--- config.mk ---
export PLATFORM = sky130hd
export DESIGN_NAME = mp2d_cfg
export DESIGN_NICKNAME = d
export VERILOG_FILES = /design/src/hw/rtl/mp2d_pkg.sv /design/src/hw/rtl/mp2d_cfg.sv
export SDC_FILE = /design/constraint.sdc
export NUM_CORES = 1
export LEC_CHECK = 0
export BUFFER_PORTS_ARGS = -buffer_cell sky130_fd_sc_hd__buf_2
export CAP_MARGIN = 30
export CORE_MARGIN = 4
export CORE_UTILIZATION = 45
export DETAILED_ROUTE_END_ITERATION = 10
export PLACE_DENSITY = 0.72
export SKIP_CTS_REPAIR_TIMING = 1
export SKIP_LAST_GASP = 1
export SLEW_MARGIN = 20
export SYNTH_ARGS = -nofsm -noshare
export SYNTH_HDL_FRONTEND = slang
export SYNTH_SLANG_ARGS = --single-unit
--- constraint.sdc ---
create_clock -name clk -period 4.1 [get_ports clk]
set_clock_uncertainty 0.15 [all_clocks]
set_input_delay 0.615 -clock clk [delete_from_list [all_inputs] [get_ports clk]]
set_output_delay 0.615 -clock clk [all_outputs]
set_load 0.005 [all_outputs]
--- src/hw/rtl/mp2d_pkg.sv ---
// ============================================================================
// mp2d_pkg: shared types, constants and helpers for the 2-D max pooling block
// Register codes, geometry and window tag structs, and the register clamp.
// ============================================================================
`default_nettype none

package mp2d_pkg;

  // Default sizing of the top level
  localparam int DEF_MAX_WIDTH    = 1024;
  localparam int DEF_MAX_HEIGHT   = 1024;
  localparam int DEF_MAX_CHANNELS = 1024;
  localparam int DEF_MAX_KERNEL   = 8;
  localparam int DEF_SAMPLE_BITS  = 16;

  // Register file layout
  localparam int REG_WIDE_W   = 11;
  localparam int REG_NARROW_W = 4;
  localparam int CFG_INDEX_W  = 3;
  localparam int OUT_IDX_W    = 10;

  localparam logic [CFG_INDEX_W-1:0] REG_MAP_WIDTH     = 3'd0;
  localparam logic [CFG_INDEX_W-1:0] REG_MAP_HEIGHT    = 3'd1;
  localparam logic [CFG_INDEX_W-1:0] REG_CHANNEL_COUNT = 3'd2;
  localparam logic [CFG_INDEX_W-1:0] REG_KERNEL_WIDTH  = 3'd3;
  localparam logic [CFG_INDEX_W-1:0] REG_KERNEL_HEIGHT = 3'd4;
  localparam logic [CFG_INDEX_W-1:0] REG_STEP_X        = 3'd5;
  localparam logic [CFG_INDEX_W-1:0] REG_STEP_Y        = 3'd6;

  // Register reset values
  localparam int RST_MAP_WIDTH     = 8;
  localparam int RST_MAP_HEIGHT    = 8;
  localparam int RST_CHANNEL_COUNT = 1;
  localparam int RST_KERNEL        = 2;
  localparam int RST_STEP          = 2;

  // Output queue sizing
  localparam int OFIFO_DEPTH = 4;
  localparam int OFIFO_PTR_W = $clog2(OFIFO_DEPTH);
  localparam int OFIFO_CNT_W = $clog2(OFIFO_DEPTH + 1);

  // Clamped geometry as seen by the datapath
  typedef struct packed {
    logic [REG_WIDE_W-1:0]   map_width;
    logic [REG_WIDE_W-1:0]   map_height;
    logic [REG_WIDE_W-1:0]   channel_count;
    logic [REG_NARROW_W-1:0] kernel_width;
    logic [REG_NARROW_W-1:0] kernel_height;
    logic [REG_NARROW_W-1:0] step_x;
    logic [REG_NARROW_W-1:0] step_y;
  } geom_t;

  // Position of one finished window
  typedef struct packed {
    logic                 last_window;
    logic [OUT_IDX_W-1:0] channel_index;
    logic [OUT_IDX_W-1:0] out_row;
    logic [OUT_IDX_W-1:0] out_col;
  } win_meta_t;

  // Tag carried with each sample down the pipe
  typedef struct packed {
    logic      emit;
    win_meta_t meta;
  } item_tag_t;

  // Zero reads as one, anything above the limit saturates to it
  function automatic logic [REG_WIDE_W-1:0] clamp_reg(input logic [REG_WIDE_W-1:0] v,
                                                     input int unsigned hi);
    logic [REG_WIDE_W-1:0] res;
    if (v == '0) begin
      res = REG_WIDE_W'(1);
    end else if (32'(v) > hi) begin
      res = REG_WIDE_W'(hi);
    end else begin
      res = v;
    end
    return res;
  endfunction

endpackage

`default_nettype wire

--- src/hw/rtl/mp2d_cfg.sv ---
// ============================================================================
// mp2d_cfg: configuration registers
// Holds the clamped geometry and flags a restart of the position counters.
// ============================================================================
`default_nettype none

module mp2d_cfg #(
  parameter int MAX_WIDTH    = mp2d_pkg::DEF_MAX_WIDTH,
  parameter int MAX_HEIGHT   = mp2d_pkg::DEF_MAX_HEIGHT,
  parameter int MAX_CHANNELS = mp2d_pkg::DEF_MAX_CHANNELS,
  parameter int MAX_KERNEL   = mp2d_pkg::DEF_MAX_KERNEL
) (
  input  wire logic                             clk,
  input  wire logic                             rst,
  input  wire logic                             cfg_valid,
  output logic                                  cfg_ready,
  input  wire logic [mp2d_pkg::CFG_INDEX_W-1:0] cfg_index,
  input  wire logic [mp2d_pkg::REG_WIDE_W-1:0]  cfg_data,
  output mp2d_pkg::geom_t                       geom,
  output logic                                  restart
);

  logic                                  wr;
  logic                                  idx_known;
  logic [mp2d_pkg::REG_WIDE_W-1:0]       narrow_in;
  logic [mp2d_pkg::REG_NARROW_W-1:0]     narrow_val;

  // Writes are always taken
  assign cfg_ready = 1'b1;
  assign wr        = cfg_valid && cfg_ready;

  // Kernel and step registers keep only their low bits
  assign narrow_in  = mp2d_pkg::REG_WIDE_W'(cfg_data[mp2d_pkg::REG_NARROW_W-1:0]);
  assign narrow_val = mp2d_pkg::REG_NARROW_W'(mp2d_pkg::clamp_reg(narrow_in, MAX_KERNEL));

  // Only a write to a known register restarts the counters
  always_comb begin
    case (cfg_index)
      mp2d_pkg::REG_MAP_WIDTH,
      mp2d_pkg::REG_MAP_HEIGHT,
      mp2d_pkg::REG_CHANNEL_COUNT,
      mp2d_pkg::REG_KERNEL_WIDTH,
      mp2d_pkg::REG_KERNEL_HEIGHT,
      mp2d_pkg::REG_STEP_X,
      mp2d_pkg::REG_STEP_Y: idx_known = 1'b1;
      default:              idx_known = 1'b0;
    endcase
  end

  assign restart = wr && idx_known;

  // Register file, stored already clamped
  always_ff @(posedge clk) begin
    if (rst) begin
      geom.map_width     <= mp2d_pkg::clamp_reg(
                              mp2d_pkg::REG_WIDE_W'(mp2d_pkg::RST_MAP_WIDTH), MAX_WIDTH);
      geom.map_height    <= mp2d_pkg::clamp_reg(
                              mp2d_pkg::REG_WIDE_W'(mp2d_pkg::RST_MAP_HEIGHT), MAX_HEIGHT);
      geom.channel_count <= mp2d_pkg::clamp_reg(
                              mp2d_pkg::REG_WIDE_W'(mp2d_pkg::RST_CHANNEL_COUNT), MAX_CHANNELS);
      geom.kernel_width  <= mp2d_pkg::REG_NARROW_W'(mp2d_pkg::clamp_reg(
                              mp2d_pkg::REG_WIDE_W'(mp2d_pkg::RST_KERNEL), MAX_KERNEL));
      geom.kernel_height <= mp2d_pkg::REG_NARROW_W'(mp2d_pkg::clamp_reg(
                              mp2d_pkg::REG_WIDE_W'(mp2d_pkg::RST_KERNEL), MAX_KERNEL));
      geom.step_x        <= mp2d_pkg::REG_NARROW_W'(mp2d_pkg::clamp_reg(
                              mp2d_pkg::REG_WIDE_W'(mp2d_pkg::RST_STEP), MAX_KERNEL));
      geom.step_y        <= mp2d_pkg::REG_NARROW_W'(mp2d_pkg::clamp_reg(
                              mp2d_pkg::REG_WIDE_W'(mp2d_pkg::RST_STEP), MAX_KERNEL));
    end else if (wr) begin
      case (cfg_index)
        mp2d_pkg::REG_MAP_WIDTH:
          geom.map_width <= mp2d_pkg::clamp_reg(cfg_data, MAX_WIDTH);
        mp2d_pkg::REG_MAP_HEIGHT:
          geom.map_height <= mp2d_pkg::clamp_reg(cfg_data, MAX_HEIGHT);
        mp2d_pkg::REG_CHANNEL_COUNT:
          geom.channel_count <= mp2d_pkg::clamp_reg(cfg_data, MAX_CHANNELS);
        mp2d_pkg::REG_KERNEL_WIDTH:  geom.kernel_width  <= narrow_val;
        mp2d_pkg::REG_KERNEL_HEIGHT: geom.kernel_height <= narrow_val;
        mp2d_pkg::REG_STEP_X:        geom.step_x        <= narrow_val;
        mp2d_pkg::REG_STEP_Y:        geom.step_y        <= narrow_val;
        default: ;
      endcase
    end
  end

endmodule

`default_nettype wire

==> metrics.md <==
| Metric | Value |
|---|---|
| Status | finished clean |
| Reg with most FFs | geom |
| Post-synth net total | 240 |
| DRT Wirelength | ~5000 um |
| Crit-path slowest cell | nor4_1 |
| Die height | 76.0 um |
| Tot Pwr | about 0.85 mW |
| Initial Utilization | 0.471 |
| Fin cells | 329 |
| Final hold viol count | 0 |
| Max-slew headroom | 0.412 |
| Max Fclk | approximately 500 MHz |
| Ys flop type | dfxtp_1 |
| P&R area growth vs syn | 17.3% |
| Largest registers | geom: 49 flops |
| Clock-pin slew on the worst setup and hold paths | 90 ps |
| Synthesized area | 2080 um^2 |
| Post-synthesis cell type count | 33 |
| Cells after Synth | around 220 |
| Sequential area share after synthesis | 0.472 |
| Clock Sinks | 49 |
| Ant diodes | 0 |
| Worst hold path type | reg2reg |
| P_leak | 1.03 nW |
| Routability-driven placement congestion ratio | 0.773 |
| Max IR drop VDD | 0.218 mV |
| Share of cells above drive strength 1 | 0.310 |
| Fin crit period | slightly below 2000 ps |
| Power per Cell Area | 348 nW/um^2 |
| DRC | 0 |
| Share of flip-flops with an asynchronous set or reset | 0 |
| Crit-path cells | buf_2 -> nor4_1 -> nand3_2 -> a311oi_1 |
| Worst EP required | around 4200 ps |
| Die ar. | ~5800 um^2 |
| Leading area contributor after synthesis | dfxtp_1 |
| Setup ws final | around 2100 ps |
| Initial antenna violation count | 0 |
| Port buffer count | 66 |
| Slew Viols, Final | 0 |
| Overflow after GRT | 0 |
| Vias per cell | approximately 5.4 |
| Yosys warnings | 0 |
| Final period util | 0.479 |
| Synth top cells by count | dfxtp_1 (49), nand2_1 (45), a21oi_1 (26) |
| Crit path DAT | 2020 ps |
| Placed insts | 321 |
| Share of the synthesized area in the top cell type | 0.472 |
| Slew of the pin with the lowest slew margin | 883 ps |
| DP Worst Slack | 1860 ps |
| Synth area leaders | dfxtp_1 (47%), nand2_1 (8.1%), mux2i_1 (7.2%) |
| EDFF count, synth | 0 |
| Vias in the first global route | 1673 |
| First-pass DRT Iterations | 4 |
| Die W | 76.0 um |
| CP max stage delay | ~570 ps |
| Cell area after layout | 2440 um^2 |
| Root buf cell | clkbuf_8 |
| Largest net degree at the start of global routing | 50 |
| Routed vias | 1778 |
| Setup violators final | 0 |
| Crit end category | flop |
| Max cap viols | 0 |
| Setup slack, reg-to-reg | 3150 ps |
| Clk buf depth | 2 |
| WL per Instance | 15.2 um |
| Iteration-0 DRC Markers | around 140 |
| RSZ-0062 raised after global routing | no |
| First-pass GRT wire length | approximately 8100 um |
| Syn Area/Cell | 9.32 um^2 |
| Num CTS Buffers | 5 |
| CTS tree | yes |
| DP Wirelength | 3450 um |
| Kind of start point of the critical path | primary input |
| Insertion delay to the later sink of the worst-skew pair | 300 ps |
| Gr usage total | 0.169 |
| IO Pins | slightly below 70 |
| Max FFs per register | 49 |
| CTS H-tree lvls | 2 |
| Crit Path Class | in2reg |
| Antenna Nets Post-Route | 0 |
| Worst Path Max Fanout | 12 |
| Core footprint | 4410 um^2 |
| Synthesized flop and latch total | 49 |
| FP Rows | 24 |
| Area of placed instances | around 2400 um^2 |
| Nets | 293 |
| Top-count cell post-synth | dfxtp_1 |
| Setup TNS | 0 ps |
[per-layer routing]
| metal | track usage | vias up | routed length, um |
|---|---|---|---|
| li1 | - | 884 | - |
| met1 | 0.226 | 820 | 2220 |
| met2 | 0.259 | 69 | 2380 |
| met3 | 0.0509 | 5 | 367 |
| met4 | 0.0587 | 0 | 31 |
| met5 | 0 | - | 0 |
[path summary, 6_finish.rpt]
path	from	endpoint	cells after the start
max	cfg_data[3]	geom[33]	4
min	geom[23]	geom[23]	2
max reg2reg	geom[43]	geom[43]	2
min reg2reg	geom[23]	geom[23]	2
[power breakdown]
group	internal [mW]	leakage [nW]	switching [mW]
Sequential	0.485	0.397	0.00470
Clock	0.118	0.0439	0.163
Combinational	0.0304	0.586	0.0478
[per-stage QoR]
stage,util,hold slack (ps)
floorplan,-,303
global placement,0.533,290
detailed placement,0.533,296
CTS,0.552,308
global route,0.552,324
finish,0.552,305
[cells by family (layout without fill, tap and decap cells)]
group / after synthesis / in the layout / share of synthesized area
DFF: 49 / 49 / 0.472
other: 1 / 1 / 0.00180
muxes: 15 / 15 / 0.0722
AOI/OAI and AO/OA: 49 / 49 / 0.154
and+or+nand+nor: 88 / 88 / 0.239
buffers and inverters: 21 / 75 / 0.0608
[worst max-delay path: cells and delay by family]
family / cells / cell delay (ps)
buffers and inverters: 1 / 180
AO/OA/AOI/OAI: 1 / 350
AND/OR/NAND/NOR: 2 / 870
[cells in the final DEF, fill, tap and decap left out, types with 2 or more instances in the layout]
cell / instances
or3b_2: 3
nand4b_2: 3
nor2_1: 15
nand4bb_1: 3
mux2i_1: 15
nand2b_1: 2
nand2_1: 45
buf_2: 66
dfxtp_1: 49
clkbuf_8: 5
clkinv_2: 2
o21bai_1: 2
a211o_1: 6
and4bb_2: 2
nor2b_1: 6
a311oi_1: 10
nor4_1: 2
a21oi_1: 26
a31oi_1: 2
[area by class of cell]
cell class	count	area [um^2]
Clock buffer	5	68.8
Clock inverter	3	17.5
Fill cell	408	1980
Inverter	1	3.75
Multi-Input combinational cell	153	971
Sequential cell	49	981
Tap cell	52	65.1
Timing Repair Buffer	66	330
Note: power is estimated with default switching activity, not from simulation.
