[src/hw/rtl/mp2d_pkg.sv]
// ============================================================================
// mp2d_pkg: shared types, constants and helpers for the 2-D max pooling block
// Register codes, geometry and window tag structs, and the register clamp.
// ============================================================================
`default_nettype none

package mp2d_pkg;

  // Default sizing of the top level
  localparam int DEF_MAX_WIDTH    = 1024;
  localparam int DEF_MAX_HEIGHT   = 1024;
  localparam int DEF_MAX_CHANNELS = 1024;
  localparam int DEF_MAX_KERNEL   = 8;
  localparam int DEF_SAMPLE_BITS  = 16;

  // Register file layout
  localparam int REG_WIDE_W   = 11;
  localparam int REG_NARROW_W = 4;
  localparam int CFG_INDEX_W  = 3;
  localparam int OUT_IDX_W    = 10;

  localparam logic [CFG_INDEX_W-1:0] REG_MAP_WIDTH     = 3'd0;
  localparam logic [CFG_INDEX_W-1:0] REG_MAP_HEIGHT    = 3'd1;
  localparam logic [CFG_INDEX_W-1:0] REG_CHANNEL_COUNT = 3'd2;
  localparam logic [CFG_INDEX_W-1:0] REG_KERNEL_WIDTH  = 3'd3;
  localparam logic [CFG_INDEX_W-1:0] REG_KERNEL_HEIGHT = 3'd4;
  localparam logic [CFG_INDEX_W-1:0] REG_STEP_X        = 3'd5;
  localparam logic [CFG_INDEX_W-1:0] REG_STEP_Y        = 3'd6;

  // Register reset values
  localparam int RST_MAP_WIDTH     = 8;
  localparam int RST_MAP_HEIGHT    = 8;
  localparam int RST_CHANNEL_COUNT = 1;
  localparam int RST_KERNEL        = 2;
  localparam int RST_STEP          = 2;

  // Output queue sizing
  localparam int OFIFO_DEPTH = 4;
  localparam int OFIFO_PTR_W = $clog2(OFIFO_DEPTH);
  localparam int OFIFO_CNT_W = $clog2(OFIFO_DEPTH + 1);

  // Clamped geometry as seen by the datapath
  typedef struct packed {
    logic [REG_WIDE_W-1:0]   map_width;
    logic [REG_WIDE_W-1:0]   map_height;
    logic [REG_WIDE_W-1:0]   channel_count;
    logic [REG_NARROW_W-1:0] kernel_width;
    logic [REG_NARROW_W-1:0] kernel_height;
    logic [REG_NARROW_W-1:0] step_x;
    logic [REG_NARROW_W-1:0] step_y;
  } geom_t;

  // Position of one finished window
  typedef struct packed {
    logic                 last_window;
    logic [OUT_IDX_W-1:0] channel_index;
    logic [OUT_IDX_W-1:0] out_row;
    logic [OUT_IDX_W-1:0] out_col;
  } win_meta_t;

  // Tag carried with each sample down the pipe
  typedef struct packed {
    logic      emit;
    win_meta_t meta;
  } item_tag_t;

  // Zero reads as one, anything above the limit saturates to it
  function automatic logic [REG_WIDE_W-1:0] clamp_reg(input logic [REG_WIDE_W-1:0] v,
                                                     input int unsigned hi);
    logic [REG_WIDE_W-1:0] res;
    if (v == '0) begin
      res = REG_WIDE_W'(1);
    end else if (32'(v) > hi) begin
      res = REG_WIDE_W'(hi);
    end else begin
      res = v;
    end
    return res;
  endfunction

endpackage

`default_nettype wire

[src/hw/rtl/mp2d_ofifo.sv]
// ============================================================================
// mp2d_ofifo: result queue
// Small queue between the datapath and the output channel.
// ============================================================================
`default_nettype none

module mp2d_ofifo #(
  parameter int SAMPLE_BITS = mp2d_pkg::DEF_SAMPLE_BITS
) (
  input  wire logic                              clk,
  input  wire logic                              rst,
  input  wire logic                              push,
  input  wire logic [SAMPLE_BITS-1:0]            push_value,
  input  wire mp2d_pkg::win_meta_t               push_meta,
  output logic                                   out_valid,
  input  wire logic                              out_stall,
  output logic [SAMPLE_BITS-1:0]                 value,
  output mp2d_pkg::win_meta_t                    meta,
  output logic [mp2d_pkg::OFIFO_CNT_W-1:0]       count
);

  localparam int DEPTH = mp2d_pkg::OFIFO_DEPTH;
  localparam int PW    = mp2d_pkg::OFIFO_PTR_W;

  logic [SAMPLE_BITS-1:0] val_q  [DEPTH];
  mp2d_pkg::win_meta_t    meta_q [DEPTH];
  logic [PW-1:0]          wr_ptr, rd_ptr;
  logic                   pop;

  assign out_valid = (count != '0);
  assign pop       = out_valid && !out_stall;
  assign value     = val_q[rd_ptr];
  assign meta      = meta_q[rd_ptr];

  // Pointers and fill count
  always_ff @(posedge clk) begin
    if (rst) begin
      wr_ptr <= '0;
      rd_ptr <= '0;
      count  <= '0;
    end else begin
      if (push) begin
        wr_ptr <= (32'(wr_ptr) == DEPTH - 1) ? '0 : wr_ptr + 1'b1;
      end
      if (pop) begin
        rd_ptr <= (32'(rd_ptr) == DEPTH - 1) ? '0 : rd_ptr + 1'b1;
      end
      count <= count + mp2d_pkg::OFIFO_CNT_W'(push) - mp2d_pkg::OFIFO_CNT_W'(pop);
    end
  end

  // Entry storage
  always_ff @(posedge clk) begin
    if (push) begin
      val_q[wr_ptr]  <= push_value;
      meta_q[wr_ptr] <= push_meta;
    end
  end

endmodule

`default_nettype wire

[config.mk]
export PLATFORM = sky130hd
export DESIGN_NAME = mp2d_ofifo
export DESIGN_NICKNAME = d
export VERILOG_FILES = /design/src/hw/rtl/mp2d_pkg.sv /design/src/hw/rtl/mp2d_ofifo.sv
export SDC_FILE = /design/constraint.sdc
export NUM_CORES = 1
export LEC_CHECK = 0
export BUFFER_PORTS_ARGS = -buffer_cell sky130_fd_sc_hd__buf_2
export CORE_AREA = 8 8 130 132
export CTS_BUF_LIST = sky130_fd_sc_hd__clkbuf_4 sky130_fd_sc_hd__clkbuf_8 sky130_fd_sc_hd__clkbuf_16
export CTS_CLUSTER_SIZE = 25
export DETAILED_ROUTE_END_ITERATION = 16
export DIE_AREA = 0 0 138 140
export GPL_TIMING_DRIVEN = 0
export PLACE_DENSITY = 0.73
export SLEW_MARGIN = 30
export SYNTH_ARGS = -nofsm -noshare
export SYNTH_HDL_FRONTEND = slang
export SYNTH_SLANG_ARGS = --single-unit
[constraint.sdc]
create_clock -name clk -period 2 [get_ports clk]
set_input_delay 0.2 -clock clk [delete_from_list [all_inputs] [get_ports clk]]
set_output_delay 0.2 -clock clk [all_outputs]
set_load 0.02 [all_outputs]
==> flow_metrics.py, run 1 <==
metrics = {
    "outcome": {
        "outcome": "complete, no violations",
    },
    "critical_path": {
        "r2r-start": "count[2]",
        "slowest_delay_ns": 0.51,
        "critPathKind": "flop to output pin",
        "critPathArrivalTime_ns": 1.80,
        "crit_family": "multiplexers",
        "crit_fanout": 11,
        "crit_chain": "buf_12 -> buf_12 -> mux4_2 -> buf_2",
        "start_kind": "flop",
        "crit_slowest_cell": "mux4_2",
        "crit_top_cell": "buf_12",
        "worstPathRequired_ns": 1.80,
        "endpoint_kind": "output pin",
        "worst-path-buf-inv": 3,
    },
    "routing": {
        "highest_layer": "met4",
        "wl_met3_um": 517,
        "ant_nets": 0,
        "post_drt_wl_per_cell_um": 19.47,
        "m1WireLength_um": 5700,
        "vias": 3465,
        "avgViaCountPerCell": 5.172,
        "firstDrtPassIters": 5,
        "drc": 0,
        "wl_met2_um": 6618,
        "drt-initial-drc-count": 197,
        "wirelength_um": 13040,
    },
    "clock_network": {
        "cts_tree": "yes",
        "htreeDepth": 4,
        "cts_buffers": 17,
        "clkLatencyLatePin_ns": 0.43,
        "clk_pin_slew_ns": 0.07,
        "cts-root-buf": "clkbuf_16",
        "cts_sinks": 197,
        "clockBufferDepth": 2,
    },
    "synth": {
        "synthTopCellsByArea": "edfxtp_1, mux4_2, dfxtp_1, ha_1, buf_12",
        "synth-simple-area-share_pct": 1.225,
        "synth.top_cell.area_share_pct": 77.83,
        "netlist_area_mm2": 0.007253,
        "ys_seq_elements": 197,
        "muxShareOfSynthArea_pct": 14.73,
        "synth_edf_count": 188,
        "syn_avg_cell_area_um2": 24.84,
        "yosysTopAreaCell": "edfxtp_1",
        "synth.net_count": 351,
        "syn_inst": 292,
        "synth_xor_area_share_pct": 0.1208,
        "ys_top_cells_by_count": "edfxtp_1, mux4_2, dfxtp_1",
        "synth_compound_area_share_pct": 0.3450,
        "yosysSeqAreaShare_pct": 80.32,
        "synth_cell_type_count": 22,
        "ys.flop_type": "edfxtp_1",
        "synth-adder-area-share_pct": 1.484,
        "synth-warning-count": 0,
        "synth_top_family_by_area": "multiplexers",
        "synth_most_common_cell": "edfxtp_1",
        "async_flop_share_pct": 0,
    },
    "sta": {
        "layout_min_cycle_time_ns": 1.999,
        "slew_headroom_pct": 49.39,
        "rsz0062_at_grt": "yes",
        "max_freq_mhz": 500.3,
        "tightest_slew_ns": 0.7592,
        "slew_violations": 0,
        "skew_ns": 0.009256,
        "hold_viol_final": 0,
        "setup_viol": 0,
        "fin_crit_sh_pct": 99.94,
    },
    "layout": {
        "final_cells": 670,
        "synthToLayoutAreaGrowth_pct": 26.84,
        "antenna_cells": 0,
        "stdcell_area_mm2": 0.009200,
        "nets": 528,
        "drive_gt1_share_pct": 42.32,
    },
    "floorplanning": {
        "initial_core_util_pct": 48.80,
        "ios": 102,
        "die-area_mm2": 0.01932,
        "fp.dieW_um": 138,
        "fp.dieH_um": 140,
        "num_rows": 45,
        "core_mm2": 0.01486,
    },
    "min_path": {
        "min_from": "out_stall",
        "hold_path_class": "input port to flop",
    },
    "pwr": {
        "p_leak_nw": 3.191,
        "power_density_mw_per_mm2": 1110,
        "ir_drop_mv": 0.6358,
    },
    "global_routing": {
        "gr-total-overflow": 0,
        "grt_pass1_vias": 3815,
        "grt_max_degree": 48,
        "grt_pass1_wl_um": 20550,
        "grt_usage_pct": 13.83,
        "antenna_found_initial": 0,
    },
    "placed_design": {
        "placed_cells": 581,
        "port_buffers": 101,
        "routabilityCongestion": 0.6629,
        "dpl.hpwl_um": 7626,
        "placed_area_mm2": 0.008009,
    },
    "job": {
        "cap_violations": 0,
    },
}
[power by group]
part | switching (mW) | total, mW | internal [mW]
registers | 0.0877 | 4.82 | 4.73
clock network | 1.43 | 3.12 | 1.69
logic | 1.15 | 2.27 | 1.12
[through the flow]
step	setup TNS [ns]	hold WS [ns]	total power [mW]	setup WS (ns)	utilization [%]
after CTS	-0.3058	0.08767	10.18	-0.04386	61.18
after global placement	-6.278	0.4101	6.870	-0.05400	53.85
final	0	0.1170	10.21	0.001223	61.89
after floorplan	-0.04720	0.2667	6.292	-0.04720	-
after global routing	-1.297	0.1270	10.60	-0.06535	61.89
after detailed placement	-0.1572	0.4146	6.922	-0.1572	53.88
[sequential cells by signal, summed over array words and instances, names as in the netlist, named ones only]
register	flops
wr_ptr	2
meta_q	124
count	3
rd_ptr	2
val_q	64
[worst min-delay path, delay by kind of cell]
kind	cells	cell delay, ns
and+or+nand+nor	1	0.11
AOI/OAI and AO/OA	1	0.07
buffers and inverters	1	0.12
[path summary, 6_finish.rpt]
kind | to | slack (ns) | depth (start not counted)
setup / recovery | meta[29] | 0.001 | 4
hold / removal | rd_ptr[1] | 0.12 | 3
setup reg to reg | count[2] | 0.08 | 10
hold reg to reg | rd_ptr[1] | 0.51 | 2
[per-layer routing]
metal  vias to the layer above  global-route usage (%)
met5                         -                       0
met4                         0                   5.835
met3                        17                   4.023
met2                        80                   22.82
met1                      1784                   16.75
li1                       1584                       -
[logic make-up (layout without fill, tap and decap cells)]
group | count (synthesis) | in the layout
AOI/OAI and AO/OA | 5 | 5
adders and majority gates | 8 | 8
muxes | 48 | 48
xor gates and xnor gates | 1 | 1
buffers and inverters | 17 | 207
DFF | 197 | 197
and+or+nand+nor | 16 | 16
[timing repair]
item | CTS | global route
setup endpoints to repair | 41 | 44
hold buffers | 48 | 0
endpoints found under the hold margin | 190 | 0
pin swaps | 1 | 1
gates cloned | 0 | 2
setup buffers | 5 | 2
resized for setup | 10 | 12
[final cells by class]
| type | instances | area [µm²] |
|---|---|---|
| fillers | 1079 | 5664 |
| clock inverters | 15 | 112.6 |
| inverters | 7 | 26.28 |
| plain buffers | 10 | 122.6 |
| well taps | 188 | 235.2 |
| flip-flops and latches | 197 | 5829 |
| multi-input cells | 78 | 1335 |
| repair buffers | 158 | 1114 |
| clock buffers | 17 | 425.4 |
[cell usage in the layout (no fill, tap or decap), types with 5 or more instances in the layout]
master,synthesis,layout
nor2_1,5,5
edfxtp_1,188,188
clkbuf_16,0,19
clkinv_1,0,6
inv_1,7,7
mux4_2,47,47
ha_1,7,7
buf_2,4,97
buf_4,1,12
dfxtp_1,9,6
dlygate4sd3_1,0,48
No activity file was read; power rests on OpenSTA's default activity.
==> inputs of run 2 (changes only) <==
- RECOVER_POWER: not set -> 25
==> run 2 against run 1 <==
Die area unchanged. Highest routed layer unchanged. Power decreased by 0.11%. Flip-flop and latch count unchanged. Critical endpoint unchanged. Largest power group unchanged.
==> flow_metrics.py, run 2 (synthesis gave the netlist of run 1 again) <==
metrics = {
    "layout": {
        "final_common_cell": "edfxtp_1",
        "regMostFlops": "meta_q",
        "synthToLayoutAreaGrowth_pct": 26.41,
        "reg_top3": "meta_q x124, val_q x64, count x3",
        "stdcell_area_mm2": 0.009169,
        "antenna_cells": 0,
        "largest_register_ffs": 124,
        "fin_util_pct": 61.68,
        "nets": 528,
        "nFillCells": 1093,
        "seq_area_mm2": 0.005829,
        "multi_input_area_mm2": 0.001335,
        "drive_gt1_share_pct": 37.14,
        "final_cell_mix": "edfxtp_1, buf_2, dlygate4sd3_1, mux4_2, clkbuf_1",
        "final_cells": 670,
    },
    "sta": {
        "whs_ns": 0.1163,
        "slew_headroom_pct": 49.85,
        "skew_ns": 0.008824,
        "setup_viol": 0,
        "slew_violations": 0,
        "max_freq_mhz": 500.5,
        "tightest_slew_ns": 0.7522,
        "fin_crit_sh_pct": 99.89,
        "hold_viol_final": 0,
        "layout_min_cycle_time_ns": 1.998,
        "rsz0062_at_grt": "yes",
    },
    "floorplanning": {
        "fp.dieW_um": 138,
        "initial_core_util_pct": 48.80,
        "die-area_mm2": 0.01932,
        "ios": 102,
        "fp.dieH_um": 140,
        "core_mm2": 0.01486,
        "num_rows": 45,
    },
    "routing": {
        "firstDrtPassIters": 4,
        "vias": 3473,
        "drc": 0,
        "drt-initial-drc-count": 192,
        "ant_nets": 0,
        "wirelength_um": 13010,
        "avgViaCountPerCell": 5.184,
        "post_drt_wl_per_cell_um": 19.41,
    },
    "critical_path": {
        "worstPathRequired_ns": 1.80,
        "ff2ff_setup_slack_ns": 0.08,
        "critPathArrivalTime_ns": 1.80,
        "reg2reg_depth": 10,
        "start_kind": "flop",
        "endpoint_kind": "output pin",
        "reg2reg_to": "count[2]",
        "critPathKind": "flop to output pin",
        "crit_fanout": 11,
        "r2r-start": "count[2]",
    },
    "global_routing": {
        "grt_pass1_wl_um": 20550,
        "antenna_found_initial": 0,
        "grt_pass1_vias": 3815,
        "grt_usage_pct": 13.83,
        "gr-total-overflow": 0,
        "grt_max_degree": 48,
    },
    "clock_network": {
        "clk_pin_slew_ns": 0.07,
        "cts_sinks": 197,
        "cts_tree": "yes",
        "htreeDepth": 4,
        "cts_buffers": 17,
        "cts-root-buf": "clkbuf_16",
        "clockBufferDepth": 2,
        "clkLatencyLatePin_ns": 0.43,
    },
    "placed_design": {
        "placed_area_mm2": 0.008009,
        "port_buffers": 101,
        "dpl.hpwl_um": 7626,
        "placed_cells": 581,
        "routabilityCongestion": 0.6629,
    },
    "pwr": {
        "p_leak_nw": 3.122,
        "ir_drop_mv": 0.6358,
        "power_mw": 10.20,
        "power_density_mw_per_mm2": 1112,
    },
    "min_path": {
        "min_from": "out_stall",
        "min_to": "rd_ptr[1]",
        "hold_depth": 3,
        "hold_path_class": "input port to flop",
    },
    "job": {
        "cap_violations": 0,
    },
    "outcome": {
        "outcome": "complete, no violations",
    },
}
run 2: cell types whose count changed in the layout (fill, tap and decap cells not counted), sizes merged:
cell    change
buf        -25
clkbuf     +25
run 2: cell type report:
class | instances | area share [%]
clock inverter | 15 | 1.228
sequential | 197 | 63.58
inverter | 7 | 0.2866
buffer | 10 | 1.337
clock buffer | 17 | 4.640
timing repair buffer | 158 | 11.80
tap | 188 | 2.566
multi-input combinational | 78 | 14.56
run 2: report_power, final:
part           internal [mW]  switching (mW)  leakage (nW)
clock                   1.69            1.42         0.258
combinational           1.11            1.15          1.06
sequential              4.73          0.0878          1.80
total                   7.54            2.66          3.12
run 2: critical path, stage by stage (launching register included):
cell     delay, ns
dfxtp_2       0.36
buf_12        0.16
buf_12        0.16
mux4_2        0.51
buf_2         0.18
run 2: stage by stage:
| stage | setup slack, ns | TNS [ns] |
|---|---|---|
| 2_1_floorplan | -0.04720 | -0.04720 |
| 3_3_place_gp | -0.05400 | -6.278 |
| 3_5_place_dp | -0.1572 | -0.1572 |
| 4_1_cts | -0.04386 | -0.3058 |
| 5_1_grt | -0.06535 | -1.297 |
| 6_report | 0.002159 | 0 |
run 2: how the worst max path moves through the flow:
stage               startpoint        to
floorplan             count[1]  count[2]
global placement      count[1]  count[2]
detailed placement    count[1]  count[2]
CTS                       flop  meta[14]
global route              flop  value[0]
finish                    flop  meta[29]
run 2: timing repair:
item,CTS,global route
hold endpoints to repair,190,0
gates resized for setup,10,12
setup buffers,5,2
cloned,0,2
pin swaps,1,1
endpoints found under the setup margin,41,44
hold buffers,48,0
run 2: routing by layer:
metal  up-vias  share of wire (%)  global-route usage (%)
li1       1586                  -                       -
met3        15                3.9                   4.023
met1      1790                 43                   16.75
met4         0                1.6                   5.835
met5         -                  0                       0
met2        82                 51                   22.82
