$ cat src/hw/rtl/mp2d_pkg.sv
// ============================================================================
// mp2d_pkg: shared types, constants and helpers for the 2-D max pooling block
// Register codes, geometry and window tag structs, and the register clamp.
// ============================================================================
`default_nettype none

package mp2d_pkg;

  // Default sizing of the top level
  localparam int DEF_MAX_WIDTH    = 1024;
  localparam int DEF_MAX_HEIGHT   = 1024;
  localparam int DEF_MAX_CHANNELS = 1024;
  localparam int DEF_MAX_KERNEL   = 8;
  localparam int DEF_SAMPLE_BITS  = 16;

  // Register file layout
  localparam int REG_WIDE_W   = 11;
  localparam int REG_NARROW_W = 4;
  localparam int CFG_INDEX_W  = 3;
  localparam int OUT_IDX_W    = 10;

  localparam logic [CFG_INDEX_W-1:0] REG_MAP_WIDTH     = 3'd0;
  localparam logic [CFG_INDEX_W-1:0] REG_MAP_HEIGHT    = 3'd1;
  localparam logic [CFG_INDEX_W-1:0] REG_CHANNEL_COUNT = 3'd2;
  localparam logic [CFG_INDEX_W-1:0] REG_KERNEL_WIDTH  = 3'd3;
  localparam logic [CFG_INDEX_W-1:0] REG_KERNEL_HEIGHT = 3'd4;
  localparam logic [CFG_INDEX_W-1:0] REG_STEP_X        = 3'd5;
  localparam logic [CFG_INDEX_W-1:0] REG_STEP_Y        = 3'd6;

  // Register reset values
  localparam int RST_MAP_WIDTH     = 8;
  localparam int RST_MAP_HEIGHT    = 8;
  localparam int RST_CHANNEL_COUNT = 1;
  localparam int RST_KERNEL        = 2;
  localparam int RST_STEP          = 2;

  // Output queue sizing
  localparam int OFIFO_DEPTH = 4;
  localparam int OFIFO_PTR_W = $clog2(OFIFO_DEPTH);
  localparam int OFIFO_CNT_W = $clog2(OFIFO_DEPTH + 1);

  // Clamped geometry as seen by the datapath
  typedef struct packed {
    logic [REG_WIDE_W-1:0]   map_width;
    logic [REG_WIDE_W-1:0]   map_height;
    logic [REG_WIDE_W-1:0]   channel_count;
    logic [REG_NARROW_W-1:0] kernel_width;
    logic [REG_NARROW_W-1:0] kernel_height;
    logic [REG_NARROW_W-1:0] step_x;
    logic [REG_NARROW_W-1:0] step_y;
  } geom_t;

  // Position of one finished window
  typedef struct packed {
    logic                 last_window;
    logic [OUT_IDX_W-1:0] channel_index;
    logic [OUT_IDX_W-1:0] out_row;
    logic [OUT_IDX_W-1:0] out_col;
  } win_meta_t;

  // Tag carried with each sample down the pipe
  typedef struct packed {
    logic      emit;
    win_meta_t meta;
  } item_tag_t;

  // Zero reads as one, anything above the limit saturates to it
  function automatic logic [REG_WIDE_W-1:0] clamp_reg(input logic [REG_WIDE_W-1:0] v,
                                                     input int unsigned hi);
    logic [REG_WIDE_W-1:0] res;
    if (v == '0) begin
      res = REG_WIDE_W'(1);
    end else if (32'(v) > hi) begin
      res = REG_WIDE_W'(hi);
    end else begin
      res = v;
    end
    return res;
  endfunction

endpackage

`default_nettype wire

$ cat src/hw/rtl/mp2d_ctl.sv
// ============================================================================
// mp2d_ctl: raster position and window origin tracking
// Decides per sample whether it closes a window and where that window sits.
// ============================================================================
`default_nettype none

module mp2d_ctl #(
  parameter int MAX_WIDTH    = mp2d_pkg::DEF_MAX_WIDTH,
  parameter int MAX_HEIGHT   = mp2d_pkg::DEF_MAX_HEIGHT,
  parameter int MAX_CHANNELS = mp2d_pkg::DEF_MAX_CHANNELS,
  parameter int MAX_KERNEL   = mp2d_pkg::DEF_MAX_KERNEL,
  localparam int AW          = $clog2(MAX_WIDTH)
) (
  input  wire logic                 clk,
  input  wire logic                 rst,
  input  wire mp2d_pkg::geom_t      geom,
  input  wire logic                 restart,
  input  wire logic                 accept,
  output logic [AW-1:0]             item_col,
  output mp2d_pkg::item_tag_t       item_tag
);

  localparam int AH  = $clog2(MAX_HEIGHT);
  localparam int CHW = (MAX_CHANNELS > 1) ? $clog2(MAX_CHANNELS) : 1;
  localparam int OW  = $clog2(MAX_WIDTH + 2 * MAX_KERNEL);
  localparam int OH  = $clog2(MAX_HEIGHT + 2 * MAX_KERNEL);
  localparam int XW  = OW + 2;
  localparam int YW  = OH + 2;
  localparam int NW  = $clog2(MAX_CHANNELS + 1) + 1;
  localparam int IW  = mp2d_pkg::OUT_IDX_W;

  logic [AW-1:0]  col,      col_next;
  logic [AH-1:0]  row,      row_next;
  logic [CHW-1:0] chan,     chan_next;
  logic [OW-1:0]  org_col,  org_col_next;
  logic [OH-1:0]  org_row,  org_row_next;
  logic [IW-1:0]  ocol,     ocol_next;
  logic [IW-1:0]  orow,     orow_next;

  logic col_done, row_done, wrap_c, wrap_r;
  logic last_c, last_r, last_ch;

  // Window and edge decisions for the current position
  assign col_done = (XW'(col) + 1'b1) == (XW'(org_col) + XW'(geom.kernel_width));
  assign row_done = (YW'(row) + 1'b1) == (YW'(org_row) + YW'(geom.kernel_height));
  assign wrap_c   = (XW'(col) + 1'b1) >= XW'(geom.map_width);
  assign wrap_r   = (YW'(row) + 1'b1) >= YW'(geom.map_height);
  assign last_c   = (XW'(org_col) + XW'(geom.step_x) + XW'(geom.kernel_width))
                    > XW'(geom.map_width);
  assign last_r   = (YW'(org_row) + YW'(geom.step_y) + YW'(geom.kernel_height))
                    > YW'(geom.map_height);
  assign last_ch  = (NW'(chan) + 1'b1) >= NW'(geom.channel_count);

  assign item_col                    = col;
  assign item_tag.emit               = col_done && row_done;
  assign item_tag.meta.out_col       = ocol;
  assign item_tag.meta.out_row       = orow;
  assign item_tag.meta.channel_index = IW'(chan);
  assign item_tag.meta.last_window   = last_c && last_r && last_ch;

  // Counter advance on each accepted sample
  always_comb begin
    col_next     = col;
    row_next     = row;
    chan_next    = chan;
    org_col_next = org_col;
    org_row_next = org_row;
    ocol_next    = ocol;
    orow_next    = orow;
    if (accept) begin
      if (col_done) begin
        org_col_next = org_col + OW'(geom.step_x);
        ocol_next    = ocol + 1'b1;
      end
      if (wrap_c) begin
        col_next     = '0;
        org_col_next = '0;
        ocol_next    = '0;
        if (row_done) begin
          org_row_next = org_row + OH'(geom.step_y);
          orow_next    = orow + 1'b1;
        end
        if (wrap_r) begin
          row_next     = '0;
          org_row_next = '0;
          orow_next    = '0;
          chan_next    = last_ch ? '0 : chan + 1'b1;
        end else begin
          row_next = row + 1'b1;
        end
      end else begin
        col_next = col + 1'b1;
      end
    end
  end

  // Position registers; a write to a known register starts over at the map origin
  always_ff @(posedge clk) begin
    if (rst || restart) begin
      col     <= '0;
      row     <= '0;
      chan    <= '0;
      org_col <= '0;
      org_row <= '0;
      ocol    <= '0;
      orow    <= '0;
    end else begin
      col     <= col_next;
      row     <= row_next;
      chan    <= chan_next;
      org_col <= org_col_next;
      org_row <= org_row_next;
      ocol    <= ocol_next;
      orow    <= orow_next;
    end
  end

endmodule

`default_nettype wire

$ cat config.mk
export PLATFORM = sky130hd
export DESIGN_NAME = mp2d_ctl
export DESIGN_NICKNAME = d
export VERILOG_FILES = /design/src/hw/rtl/mp2d_pkg.sv /design/src/hw/rtl/mp2d_ctl.sv
export SDC_FILE = /design/constraint.sdc
export NUM_CORES = 1
export LEC_CHECK = 0
export BUFFER_PORTS_ARGS = -buffer_cell sky130_fd_sc_hd__buf_2
export CAP_MARGIN = 20
export CORE_ASPECT_RATIO = 2
export CORE_UTILIZATION = 45
export CTS_CLUSTER_DIAMETER = 100
export CTS_CLUSTER_SIZE = 25
export DETAILED_ROUTE_END_ITERATION = 8
export PLACE_DENSITY = 0.69
export SYNTH_ARGS = -nofsm -noshare
export SYNTH_HDL_FRONTEND = slang
export SYNTH_SLANG_ARGS = --single-unit
$ cat constraint.sdc
create_clock -name clk -period 5.8 [get_ports clk]
set_input_delay 0.29 -clock clk [delete_from_list [all_inputs] [get_ports clk]]
set_output_delay 0.29 -clock clk [all_outputs]
set_load 0.02 [all_outputs]
==> results.rst, run 1 <==
.. list-table::
   :header-rows: 1

   * - Metric
     - Value
   * - Layout cells sized above 1
     - 13.3%
   * - Total clock sinks
     - 72
   * - Part of the cycle the worst path needs
     - 80.0%
   * - Initial antenna violation count
     - 0
   * - Number of buffers inserted by port buffering
     - 94
   * - Fin Setup TNS
     - 0 ns
   * - Post-Synthesis Cell Area
     - 0.00710 sq mm
   * - Pwr Density
     - 157 mW/mm^2
   * - Fraction of the mapped netlist area in compound gates
     - 22.5%
   * - Buffers from clock root to sink, at most
     - 2
   * - Source-to-sink clock delay at the later pin of the worst-skew pair
     - about 0.34 ns
   * - Worst relative slew slack
     - 28.9%
   * - Leading register cell type out of synthesis
     - dfxtp_1
   * - Cell type with the highest occurrence count on the critical path
     - o21a_1
   * - Minimum clock period
     - approximately 4.6 ns
   * - Cts hold-fix bufs
     - 0
   * - Clock-pin transition on the worst setup and hold timing paths
     - 0.06 ns
   * - Smallest hold slack
     - 0.342 ns
   * - Capturing instance or port of the critical path
     - org_row[9]$_SDFFE_PP0P_
   * - DR DRC count
     - 0
   * - Transition time of the tightest slew-check pin
     - between 1 and 1.5 ns
   * - Routed wire length per instance
     - 17.2 microns
   * - RSZ-0062 raised after global routing
     - no
   * - Cell with the most instances after synthesis
     - ha_1
   * - Reported max-cap violation count
     - 0
   * - Synthesized-area fraction occupied by adder cells
     - 18.7%
   * - Async set-or-reset flop fraction in the synthesized netlist
     - 0%
   * - Nets@finish
     - about 1.1k
   * - Ordered cell list for the critical path
     - ha_1 -> nand3_1 -> o21ai_0 -> and2_1 -> inv_1 -> ha_1 -> o21a_1 -> o21a_1 -> o22a_1 -> o21a_1 -> nand2_1 -> or4b_1 -> or4_1 -> a21boi_1
   * - Type of element capturing the critical path
     - flop
   * - Endpoint of the lowest-slack register-to-register path
     - org_row[9]$_SDFFE_PP0P_
   * - Highest net fanout along the worst path
     - 13
   * - Hold WC Path Type
     - in2reg
   * - Root Driver
     - clkbuf_16
   * - Die area
     - 0.0163 sq mm
   * - Pin count of the biggest net entering global routing
     - 31
   * - Post-layout utilization of the core
     - 52.2%
   * - List of most frequent post-synthesis cells
     - ha_1 (84), dfxtp_1 (72), nand2_1 (70), nor2_1 (59), inv_1 (58)
   * - Fillers
     - 1576
   * - Remaining antenna violation count after routing
     - 0
   * - Final Hold Fails
     - 0
   * - Gr usage total
     - 24.5%
   * - Max Fclk
     - 216 MHz
   * - Antenna diode count
     - 0
   * - Critical path data arrival time
     - 4.91 ns
   * - Top cell type by total area after synthesis
     - dfxtp_1
   * - CP startpoint kind
     - flop
   * - Core region area
     - ~0.015 sq mm
   * - Synthesized Nets
     - 1044
   * - Launch point of the worst reg-to-reg path
     - item_col[0]$_SDFFE_PP0P_
   * - Proportion of synthesized chip area in sequential cells
     - 20.3%
   * - Fin Clk Skew
     - between 0.008 and 0.009 ns
   * - I/O pin count
     - 95
   * - Critical path origin
     - item_col[0]$_SDFFE_PP0P_
   * - Mean Syn Cell Area
     - just under 8 sq um
   * - Setup slack of the critical path after layout
     - 1.16 ns
   * - DIE WIDTH
     - approximately 91 microns
   * - Number of design-rule violations left by the first detailed-router iteration
     - 290
   * - Vertical die dimension
     - 180 microns
   * - Minimum setup slack among reg-to-reg paths
     - 1.16 ns
   * - Global route total overflow
     - 0
   * - Area contributors post-synth
     - dfxtp_1 (20%), ha_1 (15%), fa_1 (3.9%), nand3_1 (3.7%), nand2_1 (3.7%)
   * - Number of clock buffers inserted by TritonCTS
     - 9
   * - Count of synthesis-stage warnings from yosys
     - 0
   * - Vias after detailed routing
     - 6941
   * - Final setup violating endpoints
     - 0
   * - Final instance area
     - 0.00802 sq mm
   * - Post-CTS setup buffers
     - 0
   * - Count of final max-slew check failures
     - 0
   * - Clock tree from TritonCTS
     - built
   * - Starting density of the core
     - 46.2%
   * - Gp weighted congestion
     - between 0.9 and 1
   * - Count of distinct cell types in the synthesized netlist
     - between 70 and 80
   * - Overall routed net length
     - 20100 microns
   * - Static leakage power
     - 0.00376 uW
   * - Cell Rows
     - 64
   * - Post-DP Area
     - 0.00772 sq mm
   * - Maximum vdd drop
     - roughly 120 uV
   * - Worst Path Class, Setup
     - reg2reg
   * - Gate count after technology mapping
     - 893
   * - HPWL after DPL
     - 16000 microns
   * - Fraction of post-synthesis cell area in the top cell type by area
     - 20.3%
   * - First-pass iteration count of the detailed router
     - 4
   * - Cts repair resizes
     - 0
   * - Result of the run
     - complete, no violations
   * - Number of H-tree branching levels
     - 3
   * - Number of enable flip-flop cells after synthesis
     - 0
   * - Fraction of synthesized area in multiplexers
     - 0.423%
   * - Mean number of vias per cell
     - 5.95
   * - Layout overhead on the synthesized area
     - 12.9%
   * - Number of storage elements in the synthesis netlist
     - 72
   * - Parity-gate share of the synthesized area counting xor and xnor cells
     - 9.97%
   * - Reg2reg path depth
     - 14
   * - Peak per-stage delay on the critical path
     - 0.75 ns
   * - Wire length of the first global-routing pass
     - 32300 microns
   * - Required time at the worst-slack endpoint
     - 6.07 ns
   * - Setup WS pre-CTS
     - 1.24 ns
   * - CP max stage cell
     - or4b_1
   * - Main combinational cell family by area after synthesis
     - simple AND/OR/NAND/NOR gates
   * - Vias in the first global route
     - 6843
   * - Basic-gate share of the synthesized area counting and, or, nand and nor cells
     - 22.6%
[cell type report]
type	count	area (sq um)	share of cell area [%]
Clock buffer	9	225	2.81
Clock inverter	7	77.6	0.967
Inverter	58	218	2.71
Multi-Input combinational cell	721	5280	65.8
Sequential cell	72	1440	18.0
Tap cell	198	248	3.09
Timing Repair Buffer	102	531	6.62
[metal layers]
layer / vias up / wire (microns) / global-route usage, %
met4: 0 / 944 / 13.4
met5: - / 0 / 0
met1: 3300 / 7270 / 24.1
li1: 3410 / - / -
met3: 59 / 579 / 1.99
met2: 172 / 11300 / 48.8
[registers in the layout, summed over array words and instances (netlist names)]
register  count
orow         10
chan         10
org_row      11
row          10
item_col     10
org_col      11
ocol         10
[critical path: cells and delay by family, from the launching register on]
kind	cells	cell delay, ns
AOI/OAI and AO/OA	6	1.38
adders and majority gates	2	0.54
buffers and inverters	1	0.07
DFF	1	0.50
and+or+nand+nor	5	2.07
[metrics by stage]
stage / total power, uW / std cells
after CTS: 1270 / 1167
final: 1260 / 1167
after global placement: 693 / 1151
after global routing: 1310 / 1167
after floorplan: 628 / 893
after detailed placement: 695 / 1151
[worst min-delay path by stage]
stage                          from                      end  cells past startpoint
2_1_floorplan   row[1]$_SDFFE_PP0P_      row[1]$_SDFFE_PP0P_                      2
3_3_place_gp   orow[2]$_SDFFE_PP0P_     orow[2]$_SDFFE_PP0P_                      1
3_5_place_dp   orow[2]$_SDFFE_PP0P_     orow[2]$_SDFFE_PP0P_                      1
4_1_cts                     geom[0]  org_row[0]$_SDFFE_PP0P_                      3
5_1_grt                     geom[0]  org_row[0]$_SDFFE_PP0P_                      3
6_report                    geom[0]  org_row[0]$_SDFFE_PP0P_                      3
[cell families after synthesis]
logic type | count (synthesis)
buf+inv | 100
flops | 72
mux | 3
compound gates | 238
simple gates | 314
fa+ha+maj | 98
xor+xnor | 68
[where the power goes]
part,internal (uW),switching (uW)
Clock,338,235
Combinational,80.0,106
Sequential,495,1.34
[layout by cell type, fill, tap and decap left out, types with 5 or more instances in the layout]
cell,Yosys,routed
a211oi_1,8,8
a21o_1,22,22
a21oi_1,52,52
a31oi_1,31,31
a32o_1,5,5
and2_1,9,9
and3_1,19,19
buf_2,6,94
buf_4,1,8
clkbuf_16,0,9
dfxtp_1,72,72
fa_1,14,14
ha_1,84,84
inv_1,58,58
nand2_1,70,70
nand3_1,53,53
nand3b_1,6,6
nand4_1,23,23
nor2_1,59,59
nor2b_1,12,12
nor3_1,17,17
nor3b_1,6,6
nor4_1,6,5
o2111ai_1,5,5
o211ai_1,10,10
o21a_1,15,15
o21ai_0,38,38
or3_1,15,15
xnor2_1,30,30
xnor3_1,6,6
xor2_1,30,30
Power figures use the tool's default switching activity.
==> run 2: changes to the inputs <==
--- a/config.mk
+++ b/config.mk
@@ -12,7 +12,7 @@
 export CTS_CLUSTER_DIAMETER = 100
 export CTS_CLUSTER_SIZE = 25
 export DETAILED_ROUTE_END_ITERATION = 8
-export PLACE_DENSITY = 0.69
+export PLACE_DENSITY = 0.71
 export SYNTH_ARGS = -nofsm -noshare
 export SYNTH_HDL_FRONTEND = slang
 export SYNTH_SLANG_ARGS = --single-unit
==> constraint.sdc (replaced) <==
create_clock -name clk -period 4 [get_ports clk]
set_input_delay 0.2 -clock clk [delete_from_list [all_inputs] [get_ports clk]]
set_output_delay 0.2 -clock clk [all_outputs]
set_load 0.02 [all_outputs]
==> results.rst, run 2 (synthesized netlist as in run 1, its figures left out) <==
.. list-table::
   :header-rows: 1

   * - Metric
     - Value
   * - Number of buffers inserted by port buffering
     - 94 (unchanged)
   * - Highest net fanout along the worst path
     - 4 (-9)
   * - I/O pin count
     - 95 (unchanged)
   * - Clock-pin transition on the worst setup and hold timing paths
     - 0.06 ns (about the same)
   * - Most used cells in the layout excluding fill and tap cells
     - buf_2 (94), ha_1 (84), dfxtp_1 (71)
   * - Post-CTS setup buffers
     - 0 (unchanged)
   * - Pwr Density
     - 211 mW/mm^2 (+35%)
   * - Cell Rows
     - 64 (unchanged)
   * - Most common cell after layout, fill and taps aside
     - buf_2
   * - Largest delay contributor family on the critical path
     - adder cells
   * - Largest regs
     - org_col (11), org_row (11)
   * - Die area
     - 0.0163 sq mm (unchanged)
   * - Number of H-tree branching levels
     - 3 (unchanged)
   * - Clock tree from TritonCTS
     - built
   * - Worst Path Class, Setup
     - reg2out
   * - Layout overhead on the synthesized area
     - 17.1%
   * - Maximum vdd drop
     - 184 uV (+48%)
   * - Worst relative slew slack
     - 38.4% (+9.5 points)
   * - Number of clock buffers inserted by TritonCTS
     - 9 (unchanged)
   * - Hold WC Path Type
     - in2reg
   * - CP max stage cell
     - fa_1
   * - Transition time of the tightest slew-check pin
     - 0.915 ns (-0.148 ns)
   * - CP startpoint kind
     - flop
   * - Source-to-sink clock delay at the later pin of the worst-skew pair
     - 0.34 ns (about the same)
   * - Final Hold Fails
     - 0 (unchanged)
   * - Result of the run
     - complete, no violations
   * - P_sw
     - 481 uW (+40%)
   * - Minimum clock period
     - 3.96 ns
   * - Required time at the worst-slack endpoint
     - 3.80 ns (-2.27 ns)
   * - Cts hold-fix bufs
     - 0 (unchanged)
   * - Final setup violating endpoints
     - 0 (unchanged)
   * - Overall routed net length
     - 20900 microns (+4.0%)
   * - Max Fclk
     - 252 MHz
   * - Number of design-rule violations left by the first detailed-router iteration
     - 255 (-12%)
   * - Critical path buffer and inverter count
     - 3 (+2)
   * - Mean number of vias per cell
     - 5.93 (-0.26%)
   * - Initial antenna violation count
     - 0 (unchanged)
   * - Core region area
     - 0.0154 sq mm (unchanged)
   * - Fin Setup TNS
     - 0 ns (unchanged)
   * - RSZ-0062 raised after global routing
     - yes
   * - Starting density of the core
     - 46.2% (unchanged)
   * - Clock share of power
     - 42.9% (-2.7 points)
   * - Final Power
     - 1760 uW (+40%)
   * - Critical path data arrival time
     - 3.76 ns (-1.15 ns)
   * - Fillers
     - 1566 (-0.63%)
   * - Nets@finish
     - 1149 (+3.0%)
   * - Gr usage total
     - 25.8% (+1.3 points)
   * - Fraction of power spent switching nets
     - 27.3% (+0.030 points)
   * - Peak per-stage delay on the critical path
     - 0.48 ns (-0.27 ns)
   * - Static leakage power
     - 0.00393 uW (+4.4%)
   * - Wire length of the first global-routing pass
     - 33600 microns (+4.0%)
   * - Total clock sinks
     - 72 (unchanged)
   * - Vias after detailed routing
     - 7125 (+2.7%)
   * - Gp weighted congestion
     - 0.976 (+3.2%)
   * - Vias in the first global route
     - 7038 (+2.8%)
   * - Global route total overflow
     - 0 (unchanged)
   * - Vertical die dimension
     - 180 microns (unchanged)
   * - Buffers from clock root to sink, at most
     - 2 (unchanged)
   * - DR DRC count
     - 0 (unchanged)
   * - Layout cells sized above 1
     - 17.5% (+4.2 points)
   * - Type of element capturing the critical path
     - output pin
   * - First-pass iteration count of the detailed router
     - 7 (+3)
   * - Part of the cycle the worst path needs
     - roughly 99%
   * - Antenna diode count
     - 0 (unchanged)
   * - Routed wire length per instance
     - 17.4 microns (+1.1%)
   * - Remaining antenna violation count after routing
     - 0 (unchanged)
   * - HPWL after DPL
     - 16700 microns (+4.5%)
   * - Internal power
     - 1280 uW (+40%)
   * - Root Driver
     - clkbuf_16
   * - Share of power burned in combinational logic
     - 16.2% (+1.4 points)
   * - Ordered cell list for the critical path
     - inv_1 -> fa_1 -> inv_1 -> ha_1 -> fa_2 -> a21o_1 -> a21o_1 -> nand2_1 -> xnor2_1 -> ha_1 -> nand3_1 -> nor3_1 -> o21a_1 -> a311oi_2 -> and3_1 -> buf_2
   * - Share of power burned in registers
     - 40.9% (+1.4 points)
   * - Count of final max-slew check failures
     - 0 (unchanged)
   * - Pin count of the biggest net entering global routing
     - 34 (+9.7%)
   * - DIE WIDTH
     - 90.8 microns (unchanged)
   * - Reported max-cap violation count
     - 0 (unchanged)
   * - Fin Clk Skew
     - 0.00795 ns (-0.000627 ns)
==> run 2: worst paths after layout <==
kind                             end                     start  slack (ns)  cells after the start
min          org_row[0]$_SDFFE_PP0P_                   geom[0]        0.24                      3
min reg2reg      row[1]$_SDFFE_PP0P_       row[1]$_SDFFE_PP0P_        0.50                      2
max reg2reg     orow[4]$_SDFFE_PP0P_  item_col[0]$_SDFFE_PP0P_        0.28                     12
max                     item_tag[30]   org_col[1]$_SDFFE_PP0P_        0.04                     16
==> run 2: per-stage QoR <==
stage               setup WS, ns  std cells  utilization (%)  instance area (sq um)  hold slack, ns
floorplan                  0.320        893                -                   7100           0.440
global placement           0.219       1185             51.9                   7980           0.478
detailed placement         0.188       1185             51.9                   7980           0.488
CTS                       0.0109       1201             53.9                   8290           0.243
global route              -0.126       1201             54.1                   8310           0.271
finish                    0.0389       1201             54.1                   8310           0.243
==> run 2: cell type report <==
| type | instances | area, sq um | area share, % |
|---|---|---|---|
| Clock buffer | 11 | 243 | 2.92 |
| Clock inverter | 5 | 31.3 | 0.376 |
| Inverter | 58 | 218 | 2.62 |
| Multi-Input combinational cell | 721 | 5330 | 64.2 |
| Sequential cell | 72 | 1440 | 17.4 |
| Tap cell | 198 | 248 | 2.98 |
| Timing Repair Buffer | 136 | 798 | 9.60 |
==> run 2: repair_timing <==
item                       CTS  global route
setup endpoints to repair    1            15
pin swaps                    3             4
resized for setup            9             7
==> run 2: power groups by stage <==
stage                     Clock, uW  Combinational (uW)  Sequential [uW]
after floorplan                   0                 174              736
after detailed placement          0                 278              735
after CTS                       768                 284              719
after global placement            0                 274              735
after global routing            801                 318              719
final                           754                 285              720
==> run 2: per-layer routing <==
metal  global-route usage [%]  share of wire, %
met4                     16.7               6.3
met5                        0                 0
met1                     24.1                36
met2                     50.6                55
met3                     3.51               2.5
==> run 2: worst min-delay path, stage by stage <==
cell and delay [ns]:
buf_2 0.11, ha_1 0.13, a22o_1 0.11
